[src/design/pgss_pkg.sv]
// pgss_pkg: shared constants and codes for the pitch/gate step sequencer
// no dependencies; imported by every module of the block

package pgss_pkg;

    // configuration register indexes
    typedef logic [2:0] t_reg_index;
    localparam t_reg_index REG_STEP_COUNT      = 3'd0;
    localparam t_reg_index REG_STEP_DIRECTION  = 3'd1;
    localparam t_reg_index REG_PHASE_INCREMENT = 3'd2;
    localparam t_reg_index REG_GATE_THRESHOLD  = 3'd3;
    localparam t_reg_index REG_RAMP_INCREMENT  = 3'd4;
    localparam t_reg_index REG_GATE_MASK       = 3'd5;
    localparam t_reg_index REG_PITCH_BANK_LOW  = 3'd6;
    localparam t_reg_index REG_PITCH_BANK_HIGH = 3'd7;

    localparam int CFG_DATA_W = 40;

    // advance modes
    typedef logic [1:0] t_direction;
    localparam t_direction DIR_FORWARD  = 2'd0;
    localparam t_direction DIR_BACKWARD = 2'd1;
    localparam t_direction DIR_PENDULUM = 2'd2;
    localparam t_direction DIR_RANDOM   = 2'd3;

    // random step generator
    localparam logic [15:0] LFSR_SEED = 16'hACE1;
    localparam logic [15:0] LFSR_TAPS = 16'hB400;

    // gate level
    localparam logic [15:0] GATE_FULL = 16'hFFFF;
    localparam logic [15:0] GATE_SHUT = 16'h0000;

endpackage

[src/design/pitch_gate_step_sequencer_top.sv]
// pitch_gate_step_sequencer_top: step sequencer with pitch and ramped gate per sample
// depends on pgss_pkg, pgss_step_next and pgss_gate_ramp
//
//   channel | direction | handshake                   | payload
//   --------+-----------+-----------------------------+--------------------------------------
//   in      | sink      | i_in_valid / o_in_stall     | i_clock_level, i_clock_patched,
//           |           |                             | i_reset_level
//   out     | source    | o_out_valid / i_out_stall   | o_pitch_semitones, o_gate_level,
//           |           |                             | o_current_step
//   cfg     | sink      | i_cfg_we (no wait)          | i_cfg_index, i_cfg_data
//
// one item per cycle sustained while the out channel is not stalled; an item is held in
// the input register, then the sequencer state and the result register update together when it drains
// an accepted item passes the input register and then the result register, which drives
// the out channel
// reset (i_rst_n low, synchronous) empties both registers and loads the state reset values
// a stalled result holds the result register; the input register still takes one more
// item, and o_in_stall rises only when that register is full and cannot drain

module pitch_gate_step_sequencer_top
    import pgss_pkg::*;
#(
    parameter int MAX_STEPS = 16
) (
    input  logic                  i_clk,
    input  logic                  i_rst_n,

    // configuration writes
    input  logic                  i_cfg_we,
    input  t_reg_index            i_cfg_index,
    input  logic [CFG_DATA_W-1:0] i_cfg_data,

    // sample items in
    input  logic                  i_in_valid,
    output logic                  o_in_stall,
    input  logic                  i_clock_level,
    input  logic                  i_clock_patched,
    input  logic                  i_reset_level,

    // result items out
    output logic                  o_out_valid,
    input  logic                  i_out_stall,
    output logic signed [4:0]     o_pitch_semitones,
    output logic [15:0]           o_gate_level,
    output logic [3:0]            o_current_step
);

    localparam int PW = $clog2(MAX_STEPS);
    localparam int CW = $clog2(MAX_STEPS + 1);

    // configuration registers
    logic [4:0]  r_step_count;
    t_direction  r_step_direction;
    logic [31:0] r_phase_increment;
    logic [31:0] r_gate_threshold;
    logic [15:0] r_ramp_increment;
    logic [15:0] r_gate_mask;
    logic [39:0] r_pitch_bank_low;
    logic [39:0] r_pitch_bank_high;

    // input register
    logic        r_in_valid;
    logic        r_clock_level;
    logic        r_clock_patched;
    logic        r_reset_level;

    // sequencer state
    logic [PW-1:0] r_pos;
    logic          r_rising;
    logic [31:0]   r_phase;
    logic          r_prev_reset;
    logic          r_prev_clock;
    logic [15:0]   r_gate;
    logic [15:0]   r_lfsr;

    // result register
    logic          r_out_valid;
    logic [4:0]    r_pitch;
    logic [15:0]   r_level;
    logic [3:0]    r_step;

    // next-state values
    logic [PW-1:0] n_pos;
    logic          n_rising;
    logic [31:0]   n_phase;
    logic          n_prev_clock;
    logic [15:0]   n_gate;
    logic [15:0]   n_lfsr;
    logic [4:0]    n_pitch;

    logic          fire;
    logic          accept;
    logic [31:0]   count_wide;
    logic [CW-1:0] count;
    logic          reset_edge;
    logic [PW-1:0] pos_after_reset;
    logic          rising_after_reset;
    logic [31:0]   phase_after_reset;
    logic [PW-1:0] pos_checked;
    logic [32:0]   phase_sum;
    logic          advance;
    logic          window;
    logic [31:0]   pos_wide;
    logic          step_open;
    logic [5:0]    bit_base;

    // the input register drains into the result register when that is empty or taken this cycle
    assign fire       = r_in_valid && (!r_out_valid || !i_out_stall);
    assign o_in_stall = r_in_valid && !fire;
    assign accept     = i_in_valid && !o_in_stall;

    // effective step count clamped to 1..MAX_STEPS
    assign count_wide = 32'(r_step_count);
    always_comb begin
        if (count_wide == 32'd0) begin
            count = CW'(1);
        end else if (count_wide > 32'(MAX_STEPS)) begin
            count = CW'(MAX_STEPS);
        end else begin
            count = CW'(count_wide);
        end
    end

    // rising reset input sends the sequence home
    assign reset_edge         = r_reset_level && !r_prev_reset;
    assign pos_after_reset    = reset_edge ? '0 : r_pos;
    assign rising_after_reset = reset_edge ? 1'b1 : r_rising;
    assign phase_after_reset  = reset_edge ? 32'd0 : r_phase;

    // a position left outside a shrunken sequence restarts at step 0
    assign pos_checked = (CW'(pos_after_reset) >= count) ? '0 : pos_after_reset;

    // clock source: external edge, or carry out of the phase accumulator
    assign phase_sum = {1'b0, phase_after_reset} + {1'b0, r_phase_increment};
    always_comb begin
        if (r_clock_patched) begin
            advance      = r_clock_level && !r_prev_clock;
            window       = r_clock_level;
            n_phase      = phase_after_reset;
            n_prev_clock = r_clock_level;
        end else begin
            advance      = phase_sum[32];
            window       = phase_sum[31:0] < r_gate_threshold;
            n_phase      = phase_sum[31:0];
            n_prev_clock = r_prev_clock;
        end
    end

    pgss_step_next #(
        .MAX_STEPS (MAX_STEPS)
    ) u_step_next (
        .i_pos     (pos_checked),
        .i_count   (count),
        .i_rising  (rising_after_reset),
        .i_lfsr    (r_lfsr),
        .i_dir     (r_step_direction),
        .i_advance (advance),
        .o_pos     (n_pos),
        .o_rising  (n_rising),
        .o_lfsr    (n_lfsr)
    );

    // steps past sixteen have no pitch and a closed gate
    assign pos_wide  = 32'(n_pos);
    assign step_open = (pos_wide < 32'd16) && r_gate_mask[pos_wide[3:0]];
    assign bit_base  = 6'(pos_wide[2:0]) * 6'd5;

    always_comb begin
        if (pos_wide >= 32'd16) begin
            n_pitch = 5'd0;
        end else if (pos_wide[3]) begin
            n_pitch = r_pitch_bank_high[bit_base +: 5];
        end else begin
            n_pitch = r_pitch_bank_low[bit_base +: 5];
        end
    end

    pgss_gate_ramp u_gate_ramp (
        .i_window (window),
        .i_open   (step_open),
        .i_level  (r_gate),
        .i_ramp   (r_ramp_increment),
        .o_level  (n_gate)
    );

    // configuration writes
    always_ff @(posedge i_clk) begin
        if (!i_rst_n) begin
            r_step_count      <= 5'd16;
            r_step_direction  <= DIR_FORWARD;
            r_phase_increment <= 32'd0;
            r_gate_threshold  <= 32'h8000_0000;
            r_ramp_increment  <= 16'd1365;
            r_gate_mask       <= 16'hFFFF;
            r_pitch_bank_low  <= 40'd0;
            r_pitch_bank_high <= 40'd0;
        end else if (i_cfg_we) begin
            case (i_cfg_index)
                REG_STEP_COUNT:      r_step_count      <= i_cfg_data[4:0];
                REG_STEP_DIRECTION:  r_step_direction  <= i_cfg_data[1:0];
                REG_PHASE_INCREMENT: r_phase_increment <= i_cfg_data[31:0];
                REG_GATE_THRESHOLD:  r_gate_threshold  <= i_cfg_data[31:0];
                REG_RAMP_INCREMENT:  r_ramp_increment  <= i_cfg_data[15:0];
                REG_GATE_MASK:       r_gate_mask       <= i_cfg_data[15:0];
                REG_PITCH_BANK_LOW:  r_pitch_bank_low  <= i_cfg_data[39:0];
                REG_PITCH_BANK_HIGH: r_pitch_bank_high <= i_cfg_data[39:0];
                default: ;
            endcase
        end
    end

    // input register
    always_ff @(posedge i_clk) begin
        if (!i_rst_n) begin
            r_in_valid <= 1'b0;
        end else if (accept) begin
            r_in_valid <= 1'b1;
        end else if (fire) begin
            r_in_valid <= 1'b0;
        end
    end

    always_ff @(posedge i_clk) begin
        if (accept) begin
            r_clock_level   <= i_clock_level;
            r_clock_patched <= i_clock_patched;
            r_reset_level   <= i_reset_level;
        end
    end

    // sequencer state moves only when an item is processed
    always_ff @(posedge i_clk) begin
        if (!i_rst_n) begin
            r_pos        <= '0;
            r_rising     <= 1'b1;
            r_phase      <= 32'd0;
            r_prev_reset <= 1'b0;
            r_prev_clock <= 1'b0;
            r_gate       <= 16'd0;
            r_lfsr       <= LFSR_SEED;
        end else if (fire) begin
            r_pos        <= n_pos;
            r_rising     <= n_rising;
            r_phase      <= n_phase;
            r_prev_reset <= r_reset_level;
            r_prev_clock <= n_prev_clock;
            r_gate       <= n_gate;
            r_lfsr       <= n_lfsr;
        end
    end

    // result register
    always_ff @(posedge i_clk) begin
        if (!i_rst_n) begin
            r_out_valid <= 1'b0;
        end else if (fire) begin
            r_out_valid <= 1'b1;
        end else if (!i_out_stall) begin
            r_out_valid <= 1'b0;
        end
    end

    always_ff @(posedge i_clk) begin
        if (fire) begin
            r_pitch <= n_pitch;
            r_level <= n_gate;
            r_step  <= pos_wide[3:0];
        end
    end

    assign o_out_valid       = r_out_valid;
    assign o_pitch_semitones = signed'(r_pitch);
    assign o_gate_level      = r_level;
    assign o_current_step    = r_step;

    // checks on the sequencer's own logic

    // the random register must never lock up at zero
    a_lfsr_live: assert property (@(posedge i_clk) disable iff (!i_rst_n)
        r_lfsr != 16'h0000)
        else $error("random step register reached zero");

    // a processed item always lands in the result register
    a_fire_lands: assert property (@(posedge i_clk) disable iff (!i_rst_n)
        fire |=> r_out_valid)
        else $error("processed item did not reach the result register");

    // sequencer state only moves with a processed item
    a_state_hold: assert property (@(posedge i_clk) disable iff (!i_rst_n)
        !fire |=> ($stable(r_pos) && $stable(r_phase) && $stable(r_gate)
                   && $stable(r_lfsr)))
        else $error("sequencer state changed without an item");

endmodule

[src/design/pgss_step_next.sv]
// pgss_step_next: next step position, pendulum direction and random register
// depends on pgss_pkg (direction codes, lfsr constants)

module pgss_step_next
    import pgss_pkg::*;
#(
    parameter int MAX_STEPS = 16
) (
    input  logic [$clog2(MAX_STEPS)-1:0]   i_pos,
    input  logic [$clog2(MAX_STEPS+1)-1:0] i_count,
    input  logic                           i_rising,
    input  logic [15:0]                    i_lfsr,
    input  t_direction                     i_dir,
    input  logic                           i_advance,
    output logic [$clog2(MAX_STEPS)-1:0]   o_pos,
    output logic                           o_rising,
    output logic [15:0]                    o_lfsr
);

    localparam int PW = $clog2(MAX_STEPS);
    localparam int CW = $clog2(MAX_STEPS + 1);
    localparam int MW = 16 + CW;

    logic [CW-1:0] pos_c;
    logic [CW-1:0] pos_inc;
    logic [CW-1:0] pos_dec;
    logic [CW-1:0] last;
    logic [15:0]   lfsr_shift;
    logic [15:0]   lfsr_new;
    logic [MW-1:0] scaled;

    assign pos_c   = CW'(i_pos);
    assign pos_inc = pos_c + CW'(1);
    assign pos_dec = pos_c - CW'(1);
    assign last    = i_count - CW'(1);

    // galois shift, never left at zero
    assign lfsr_shift = i_lfsr[0] ? ((i_lfsr >> 1) ^ LFSR_TAPS) : (i_lfsr >> 1);
    assign lfsr_new   = (lfsr_shift == 16'h0000) ? LFSR_SEED : lfsr_shift;
    assign scaled     = MW'(lfsr_new) * MW'(i_count);

    always_comb begin
        o_pos    = i_pos;
        o_rising = i_rising;
        o_lfsr   = i_lfsr;
        if (i_advance) begin
            case (i_dir)
                DIR_FORWARD: begin
                    o_pos = (pos_inc == i_count) ? '0 : PW'(pos_inc);
                end
                DIR_BACKWARD: begin
                    o_pos = (pos_c == '0) ? PW'(last) : PW'(pos_dec);
                end
                DIR_PENDULUM: begin
                    if (i_count < CW'(2)) begin
                        o_pos = '0;
                    end else if (i_rising) begin
                        if (pos_inc >= last) begin
                            o_pos    = PW'(last);
                            o_rising = 1'b0;
                        end else begin
                            o_pos = PW'(pos_inc);
                        end
                    end else begin
                        if (pos_c <= CW'(1)) begin
                            o_pos    = '0;
                            o_rising = 1'b1;
                        end else begin
                            o_pos = PW'(pos_dec);
                        end
                    end
                end
                default: begin
                    o_lfsr = lfsr_new;
                    o_pos  = scaled[16 +: PW];
                end
            endcase
        end
    end

endmodule

[src/design/pgss_gate_ramp.sv]
// pgss_gate_ramp: moves the gate level toward open or shut, saturating at target
// depends on pgss_pkg (gate level constants)

module pgss_gate_ramp
    import pgss_pkg::*;
(
    input  logic        i_window,
    input  logic        i_open,
    input  logic [15:0] i_level,
    input  logic [15:0] i_ramp,
    output logic [15:0] o_level
);

    logic [15:0] target;
    logic [16:0] rise;
    logic [15:0] drop;

    assign target = (i_window && i_open) ? GATE_FULL : GATE_SHUT;
    assign rise   = {1'b0, i_level} + {1'b0, i_ramp};
    assign drop   = i_level - target;

    always_comb begin
        if (i_level < target) begin
            o_level = (rise > {1'b0, target}) ? target : rise[15:0];
        end else if (i_level > target) begin
            o_level = (drop > i_ramp) ? (i_level - i_ramp) : target;
        end else begin
            o_level = i_level;
        end
    end

endmodule

[config.mk]
export PLATFORM = sky130hd
export DESIGN_NAME = pitch_gate_step_sequencer_top
export DESIGN_NICKNAME = d
export VERILOG_FILES = /design/src/design/pgss_pkg.sv /design/src/design/pitch_gate_step_sequencer_top.sv /design/src/design/pgss_step_next.sv /design/src/design/pgss_gate_ramp.sv
export SDC_FILE = /design/constraint.sdc
export NUM_CORES = 1
export LEC_CHECK = 0
export ABC_AREA = 1
export CAP_MARGIN = 0
export CORE_MARGIN = 2
export CORE_UTILIZATION = 60
export CTS_CLUSTER_SIZE = 14
export DETAILED_ROUTE_END_ITERATION = 10
export DONT_BUFFER_PORTS = 1
export HOLD_SLACK_MARGIN = 0.15
export MAX_ROUTING_LAYER = met4
export PLACE_DENSITY = 0.75
export SETUP_SLACK_MARGIN = 0.02
export SLEW_MARGIN = 20
export SYNTH_ARGS = -nofsm -noshare
export SYNTH_HDL_FRONTEND = slang
export SYNTH_SLANG_ARGS = --single-unit
[constraint.sdc]
create_clock -name i_clk -period 27.6 [get_ports i_clk]
set_input_delay 6.9 -clock i_clk [delete_from_list [all_inputs] [get_ports i_clk]]
set_output_delay 6.9 -clock i_clk [all_outputs]
set_load 0.005 [all_outputs]
==> run metrics, run 1 <==
power per cell area=56.8 nW/um^2; # port buffers=0; Critical-path top delay cell=nor2_1; GRT Overall Usage=31.9%; Final GP Congestion=0.930; final critical-path share of the clock period=50.8%; Worst Skew=0.0189 ns; routed vias/inst=5.66; core area=32500 sq um; Clk pwr share=36.4%; DR vias=18300; H-tree Lvls=1; Routed WL=53.3 mm; Nets=3030; synthesized cell area=19800 sq um; reg2reg path depth=55; routed len/inst=16.5 microns; Pleak=0.0101 uW; clock buffer depth=3; Skew-Pair Late Insertion Delay=0.61 ns; die extent in x=186 microns; Root Driver=clkbuf_16; Worst EP required=20.70 ns; Sw Ratio=33.2%; I/O Pins=78; Synth top area share=25.9%; Mean Syn Cell Area=7.02 sq um; largest net degree at the start of global routing=199; Top delay family on crit path=simple AND/OR/NAND/NOR gates; most common cell in the netlist=nand2_1; # DRC=0; setup TNS=0 ns; final hold vios=0; crit path kind=primary input to output pin; distinct cell type count after synthesis=64; sink of the worst hold path=r_prev_clock; Syn Inst Count=2817; dpl hpwl=37.5 mm; Antenna Nets Post-Route=0; R2R setup slack=16.17 ns; initial antenna violation count=3; fin. max-slew vios=0; setup slack at placement=13.57 ns; Bufs and invs on worst path=0; P&R area growth vs syn=6.71%; Hold Path Cell Cnt=2; VDD IR max=0.0000536 V; Final WS setup=13.57 ns; Post CTS Setup Buffer Count=0; clock sink count=284; hold crit path type=flop to flop; post-synth top area cell=dfxtp_1; Slew Limit Headroom=33.4%; Detailed Routing Iterations Pass 1=6; Hold WS=0.456 ns; Reg clk slew, reported paths=0.06 ns; register area share after synthesis=30.1%; Post-synth EDFFs=28; Combinational Power Share=25.8%; ys async rst share=0%; top_reg_cell synth=dfxtp_1; share of post-route cells with drive strength above 1=5.29%; Power Internal=801 uW; CTS tree=done; endpoint class of the critical path=output pin; status=finished clean; Worst Path Arrival=7.13 ns; Startpoint Class=primary input; crit path time final=14.03 ns; hold_sp=r_prev_clock; CP cell instances=nand2_1 > nor2_1; yosys warns=0; Pwr Total=1200 uW; chip height=186 microns; vias in the first global route=17500; footprint of the multi-input gates=12100 sq um; sequential share of power=37.8%; worst slew pin tran=0.997 ns; FF+latch count, synth=284; CP Depth=2; cts repair resizes=0; sw power=398 uW; Hold-fix buffers, CTS=0; Placement Cell Area=20000 sq um; Post-Layout Inst Area=21100 sq um; Max FO, Critical Path=3; worst r2r src=r_step_count[4]; CTS buffer count=31; Max Cap Violations=0; final setup vio count=0; wire length of the first global-routing pass=86.5 mm; top cells by count, synth=484 x nand2_1, 428 x nor2_1, 337 x inv_1, 291 x o21ai_0, 256 x dfxtp_1; capture point of the worst reg-to-reg path=r_gate[2]; Starting Density=60.8%; Synth area leaders=dfxtp_1 26%, ha_1 12%, nand2_1 9.2%, nor2_1 8.1%, o21ai_0 7.4%; Iteration-0 DRC Markers=1296; Filler Cells Inserted=3001; die area=34500 sq um; Critical Path Max Stage Delay=0.17 ns; synthesized net count=3095; total global routing overflow=0; Rows=66; fmax=0.0713 GHz; RSZ-0062 raised after global routing=no; area occupied by registers=5970 sq um
-- how the worst max path moves through the flow --
stage,slack [ns],to,from
after CTS,13.56,o_in_stall,i_out_stall
final,13.57,o_in_stall,i_out_stall
after detailed placement,13.57,o_in_stall,i_out_stall
after global placement,13.57,o_in_stall,i_out_stall
after global routing,13.52,o_in_stall,i_out_stall
after floorplan,13.60,o_in_stall,i_out_stall
-- routing by layer --
| metal | up-vias | routed length, microns | GRT usage (%) |
|---|---|---|---|
| met4 | 0 | 2130 | 12.7 |
| met3 | 124 | 3540 | 5.05 |
| met5 | - | 0 | - |
| met2 | 585 | 25200 | 53.0 |
| met1 | 8419 | 22400 | 39.0 |
| li1 | 9127 | - | - |
-- worst register-to-register path: cells and delay by family, from the launching register on --
family	cells	cell delay, ns
compound gates	15	2.70
fa+ha+maj	6	2.35
flops	1	0.30
simple gates	19	2.82
buf+inv	14	3.06
xor+xnor	1	0.14
-- area by class of cell --
type | instances | share of cell area [%]
tap | 442 | 2.62
antenna | 4 | 0.0474
inverter | 357 | 6.36
multi-input combinational | 2063 | 57.1
timing repair buffer | 15 | 0.533
clock inverter | 15 | 0.723
clock buffer | 43 | 4.37
sequential | 284 | 28.3
-- cell usage in the layout, fill, tap and decap left out, types with 18 or more instances in the layout --
cell type,count
nand2_1,484
nor2_1,421
inv_1,336
o21ai_0,290
dfxtp_1,256
a21oi_1,254
ha_1,183
nand3_1,117
xor2_1,45
fa_1,44
clkbuf_16,32
edfxtp_1,28
nand4_1,26
o221ai_1,22
xnor2_1,19
inv_2,18
-- through the flow --
stage	utilization, %	std cells
5_1_grt	64.9	3222
3_5_place_dp	61.6	3161
2_1_floorplan	-	2817
4_1_cts	64.9	3219
6_report	64.9	3223
3_3_place_gp	61.6	3161
-- power groups by stage --
stage / Sequential (uW) / Combinational, uW / Clock [uW]
floorplan: 458 / 244 / 0
global placement: 461 / 295 / 0
detailed placement: 462 / 305 / 0
CTS: 453 / 307 / 443
global route: 455 / 355 / 458
finish: 453 / 309 / 437
-- cells by family (layout without fill, tap and decap cells) --
logic type                 count (synthesis)  after routing  share of synthesized area [%]
buffers and inverters                    470            430                           9.05
AOI/OAI and AO/OA                        653            653                           18.1
xor gates and xnor gates                  64             64                           2.83
DFF                                      284            284                           30.1
other                                      0              4                              0
and+or+nand+nor                         1119           1119                           23.8
adders and majority gates                227            227                           16.0
-- state kept, by name (all words and copies together), names as in the netlist, 16 cells and up --
name and count:
r_ramp_increment 16, r_gate 16, r_gate_threshold 32, r_gate_mask 16, r_lfsr 16, o_gate_level 16
r_phase 32, r_pitch_bank_high 40, r_pitch_bank_low 40, r_phase_increment 32
(Power assumes the default switching activity.)
==> run 2: changes to the inputs <==
--- a/config.mk
+++ b/config.mk
@@ -8,13 +8,13 @@
 export ABC_AREA = 1
 export CAP_MARGIN = 0
 export CORE_MARGIN = 2
-export CORE_UTILIZATION = 60
+export CORE_UTILIZATION = 59
 export CTS_CLUSTER_SIZE = 14
 export DETAILED_ROUTE_END_ITERATION = 10
 export DONT_BUFFER_PORTS = 1
 export HOLD_SLACK_MARGIN = 0.15
 export MAX_ROUTING_LAYER = met4
-export PLACE_DENSITY = 0.75
+export PLACE_DENSITY = 0.77
 export SETUP_SLACK_MARGIN = 0.02
 export SLEW_MARGIN = 20
 export SYNTH_ARGS = -nofsm -noshare
==> constraint.sdc (replaced) <==
create_clock -name i_clk -period 12.1 [get_ports i_clk]
set_input_delay 3.025 -clock i_clk [delete_from_list [all_inputs] [get_ports i_clk]]
set_output_delay 3.025 -clock i_clk [all_outputs]
set_load 0.005 [all_outputs]
==> run 2 against run 1 <==
Against the previous run: via count grew 1.6%; utilization shrank 1.0 points; worst hold slack gained 0.0024 ns; count of clock-buffer cells in the layout grew 10; total power grew 140%; clock power grew to 2.5 times the previous value; wire length grew 2.7%; combinational power grew 130%; sequential share of layout area shrank 0.19 points.
==> run metrics, run 2 (synthesized netlist as in run 1, its figures left out) <==
Slew Limit Headroom=25.7% (-7.7 points); footprint of the multi-input gates=12100 sq um (unchanged); Pleak=0.0102 uW (+0.60%); fin. max-slew vios=0 (unchanged); Sw Ratio=32.6% (-0.61 points); most frequent CP cell=nand2_1; endpoint class of the critical path=flop; worst slew pin tran=1.11 ns (+0.114 ns); Placement Cell Area=20000 sq um (about the same); setup TNS=0 ns (unchanged); Max Cap Violations=0 (unchanged); routed len/inst=16.9 microns (+2.4%); Pwr Total=2860 uW (+140%); sequential share of power=36.2% (-1.6 points); Skew-Pair Late Insertion Delay=0.56 ns (-0.05 ns); CTS buffer count=35 (+13%); R2R setup slack=1.15 ns (-15.02 ns); final critical-path share of the clock period=90.5%; Startpoint Class=flop; fmax=0.0913 GHz; cts repair resizes=0 (unchanged); sw power=933 uW (+130%); Final GP Congestion=0.951 (+2.3%); # DRC=0 (unchanged); die area=35000 sq um (+1.7%); Nets=3034 (+0.13%); vias in the first global route=17900 (+2.5%); dpl hpwl=39.0 mm (+4.0%); reg2reg path depth=60 (+9.1%); capture point of the worst reg-to-reg path=r_gate[2]; P&R area growth vs syn=7.45%; VDD IR max=0.000122 V (+130%); area occupied by registers=5970 sq um (about the same); Combinational Power Share=24.9% (-0.9 points); power per cell area=135 nW/um^2 (+140%); crit path time final=10.95 ns; Starting Density=59.5% (-1.4 points); sink of the worst hold path=r_gate_threshold[8]; hold_sp=r_gate_threshold[8]; Detailed Routing Iterations Pass 1=5 (-1); Filler Cells Inserted=3068 (+2.2%); setup slack at placement=1.07 ns (-12.49 ns); RSZ-0062 raised after global routing=no; final hold vios=0 (unchanged); Hold Path Cell Cnt=2 (unchanged); crit path kind=flop to flop; Power Internal=1930 uW (+140%); most frequent cells in the layout=484 x nand2_1, 423 x nor2_1, 337 x inv_1; top flop regs=r_pitch_bank_high: 40 flops, r_pitch_bank_low: 40 flops; die extent in x=187 microns (+0.82%); commonest non-fill, non-tap cell in the layout=nand2_1; Reg clk slew, reported paths=0.06 ns (about the same); CTS tree=done; Max FO, Critical Path=33 (+30); status=finished clean; I/O Pins=78 (unchanged); largest net degree at the start of global routing=199 (unchanged); worst r2r src=r_step_count[4]; clock buffer depth=3 (unchanged); routed vias/inst=5.74 (+1.3%); Clk pwr share=38.8% (+2.4 points); Worst Skew=0.0273 ns (+0.00839 ns); initial antenna violation count=2 (-1); Rows=67 (+1.5%); Iteration-0 DRC Markers=1610 (+24%); Antenna Nets Post-Route=0 (unchanged); wire length of the first global-routing pass=89.0 mm (+2.9%); Post CTS Setup Buffer Count=0 (unchanged); # port buffers=0 (unchanged); Routed WL=54.7 mm (+2.7%); share of post-route cells with drive strength above 1=5.17% (-0.12 points); DR vias=18500 (+1.6%); Post-Layout Inst Area=21300 sq um (+0.70%); Root Driver=clkbuf_16; Critical-path top delay cell=dfxtp_2; clock sink count=284 (unchanged); Worst Path Arrival=11.45 ns (+4.32 ns); final setup vio count=0 (unchanged); hold crit path type=flop to flop; Hold-fix buffers, CTS=0 (unchanged); Worst EP required=12.59 ns (-8.11 ns); GRT Overall Usage=31.8% (-0.17 points); total global routing overflow=0 (unchanged); core area=33300 sq um (+2.3%); H-tree Lvls=2 (+1); Final WS setup=1.15 ns (-12.42 ns); chip height=187 microns (+0.82%); Critical Path Max Stage Delay=0.64 ns (+0.47 ns)
-- run 2: how the worst max path moves through the flow --
stage / from / end / cells past startpoint
6_report: r_step_count[4] / r_gate[2] / 60
5_1_grt: r_step_count[4] / r_gate[2] / 54
4_1_cts: r_step_count[4] / r_gate[2] / 60
3_5_place_dp: r_step_count[4] / r_gate[2] / 60
3_3_place_gp: r_step_count[4] / r_gate[2] / 60
2_1_floorplan: r_reset_level / r_gate[11] / 57
-- run 2: final cells by class --
class	instances	share of cell area, %
Tap cell	448	2.64
Sequential cell	284	28.1
Multi-Input combinational cell	2063	56.7
Inverter	357	6.31
Antenna cell	2	0.0235
Clock buffer	53	4.81
Timing Repair Buffer	15	0.530
Clock inverter	11	0.918
-- run 2: through the flow --
| step | cells | hold slack (ns) | util (%) |
|---|---|---|---|
| after floorplan | 2817 | 0.425 | - |
| after CTS | 3231 | 0.459 | 63.9 |
| final | 3233 | 0.458 | 63.9 |
| after global placement | 3167 | 0.436 | 60.2 |
| after global routing | 3233 | 0.479 | 63.9 |
| after detailed placement | 3167 | 0.447 | 60.2 |
-- run 2: power by group through the flow --
stage          Sequential [uW]  Clock, uW  Combinational, uW
2_1_floorplan             1040          0                556
3_3_place_gp              1050          0                676
3_5_place_dp              1060          0                699
4_1_cts                   1040       1120                704
5_1_grt                   1040       1160                812
6_report                  1040       1110                714
-- run 2: per-layer routing --
layer | track usage, % | vias up | share of wire [%]
li1 | - | 9120 | -
met1 | 39.9 | 8693 | 44
met3 | 4.56 | 113 | 6.4
met2 | 51.9 | 618 | 47
met4 | 12.2 | 0 | 3.1
met5 | - | - | 0
-- run 2: critical path: cells and delay by family (launching register included) --
kind / cells / cell delay (ns)
AOI/OAI and AO/OA: 15 / 2.19
xor gates and xnor gates: 1 / 0.14
adders and majority gates: 6 / 2.34
buffers and inverters: 13 / 2.23
DFF: 1 / 0.64
and+or+nand+nor: 25 / 3.34
==> run 3: changes to the inputs <==
--- a/config.mk
+++ b/config.mk
@@ -15,6 +15,7 @@
 export HOLD_SLACK_MARGIN = 0.15
 export MAX_ROUTING_LAYER = met4
 export PLACE_DENSITY = 0.77
+export REMOVE_ABC_BUFFERS = 1
 export SETUP_SLACK_MARGIN = 0.02
 export SLEW_MARGIN = 20
 export SYNTH_ARGS = -nofsm -noshare
==> run 3 against run 2 <==
Against the previous run: first-iteration DRC count down 6.3%; maximum frequency is 1.2% lower; final cell count is essentially flat; critical path type unchanged; largest cell class unchanged.
==> run metrics, run 3 (synthesized netlist as in run 1, its figures left out) <==
final critical-path share of the clock period=91.6% (+1.1 points); vias in the first global route=17800 (-0.68%); die area=35000 sq um (unchanged); met2 Usage GRT=52.8% (+0.87 points); total global routing overflow=0 (unchanged); VDD IR max=0.000126 V (+3.1%); Max Cap Violations=0 (unchanged); Starting Density=59.5% (unchanged); Rows=67 (unchanged); Worst Path Arrival=11.62 ns (+0.17 ns); setup TNS=0 ns (unchanged); Worst Skew=0.0218 ns (-0.00550 ns); worst slew pin tran=1.05 ns (-0.0624 ns); wire length of the first global-routing pass=89.1 mm (+0.13%); # DRC=0 (unchanged); initial antenna violation count=3 (+1); most frequent cells in the layout=484 x nand2_1, 423 x nor2_1, 336 x inv_1; crit path time final=11.09 ns (+0.133 ns); hold crit path type=flop to flop; Startpoint Class=flop; fmax=0.0902 GHz (-1.2%); die extent in x=187 microns (unchanged); final setup vio count=0 (unchanged); dpl cells=3169 (+0.063%); Hold-fix buffers, CTS=0 (unchanged); Antenna Nets Post-Route=0 (unchanged); Iteration-0 DRC Markers=1509 (-6.3%); fin cells=3230 (-0.093%); Max FO, Critical Path=21 (-36%); commonest non-fill, non-tap cell in the layout=nand2_1; core area=33300 sq um (unchanged); Pwr Total=2780 uW (-2.8%); CTS tree=done; grt met3 use=4.07% (-0.49 points); Detailed Routing Iterations Pass 1=7 (+2); CTS buffer count=31 (-11%); Reg clk slew, reported paths=0.06 ns (about the same); final hold vios=0 (unchanged); Critical-path top delay cell=dfxtp_2; largest net degree at the start of global routing=199 (unchanged); clock sink count=284 (unchanged); Worst EP required=12.63 ns (+0.04 ns); crit path kind=flop to flop; I/O Pins=78 (unchanged); Critical Path Max Stage Delay=0.63 ns (about the same); grt met1 use=39.5% (-0.41 points); most used routing layer=met2; most frequent CP cell=nand2_1; Pleak=0.0102 uW (-0.14%); power per cell area=131 nW/um^2 (-2.5%); fin. max-slew vios=0 (unchanged); GRT Overall Usage=31.6% (-0.15 points); Skew-Pair Late Insertion Delay=0.59 ns (+0.03 ns); routed len/inst=16.9 microns (about the same); clock buffer depth=3 (unchanged); DR vias=18400 (-0.54%); final core utilization=63.7% (-0.20 points); Nets=3033 (-0.033%); chip height=187 microns (unchanged); setup slack at placement=0.731 ns (-0.341 ns); endpoint class of the critical path=flop; # port buffers=0 (unchanged); Root Driver=clkbuf_16; H-tree Lvls=1 (-1); Routed WL=54.7 mm (about the same); status=finished clean; Filler Cells Inserted=3003 (-2.1%); P&R area growth vs syn=7.12%; Final WS setup=1.01 ns (-0.133 ns); dpl hpwl=38.7 mm (-0.79%); Final GP Congestion=0.977 (+2.7%); routed vias/inst=5.71 (-0.45%); RSZ-0062 raised after global routing=no; top flop regs=r_pitch_bank_high: 40 flops, r_pitch_bank_low: 40 flops; Slew Limit Headroom=29.7% (+4.0 points); share of post-route cells with drive strength above 1=5.33% (+0.15 points)
-- run 3: cell types whose count changed in the layout (fill, tap and decap cells not counted), sizes merged --
cell      previous run  this run
buf                 15        17
clkbuf              53        45
clkinv               4         9
clkinvlp             1         0
diode                2         3
inv                359       356
nor2               435       436
-- run 3: layout make-up --
class                           count  area (sq um)  share of cell area (%)
Clock inverter                     12           179                   0.844
Sequential cell                   284          5970                    28.1
Timing Repair Buffer               17           128                   0.602
Clock buffer                       45           950                    4.48
Tap cell                          448           561                    2.64
Inverter                          357          1340                    6.33
Multi-Input combinational cell   2064         12100                    56.9
Antenna cell                        3          7.51                  0.0354
-- run 3: through the flow --
stage               cell area [sq um]  hold WS, ns
floorplan                       19300        0.424
global placement                20000        0.438
detailed placement              20000        0.446
CTS                             21200        0.458
global route                    21200        0.474
finish                          21200        0.458
-- run 3: power breakdown --
group	internal, uW	switching [uW]	total, uW	leakage (uW)
Clock	629	395	1020	0.000564
Combinational	245	476	721	0.00725
Sequential	1010	30.7	1040	0.00235
-- run 3: worst max-delay path, delay by kind of cell (launching register included) --
kind	cells	cell delay, ns
buffers and inverters	10	1.50
adder cells (fa/ha/maj)	6	2.70
flip-flops	1	0.63
AO/OA/AOI/OAI	15	2.38
AND/OR/NAND/NOR	24	3.64
XOR/XNOR	1	0.15
-- run 3: final timing paths --
path                                            from                   end  slack (ns)  cells past startpoint
worst max-delay path                 r_step_count[4]             r_gate[2]        1.01                     56
worst min-delay path            r_gate_threshold[17]  r_gate_threshold[17]        0.46                      2
worst max register to register       r_step_count[4]             r_gate[2]        1.01                     56
worst min register to register  r_gate_threshold[17]  r_gate_threshold[17]        0.46                      2
-- run 3: layer usage --
layer | part of all wire [%] | wire (microns)
met1 | 43 | 23800
met5 | 0 | 0
met4 | 3.5 | 1930
met3 | 5.9 | 3210
met2 | 47 | 25800
-- run 3: timing repair --
item | in CTS | in global routing
setup endpoints to repair | 0 | 32
buffers inserted | 0 | 0
hold endpoints to repair | 0 | 0
resized for setup | 0 | 2
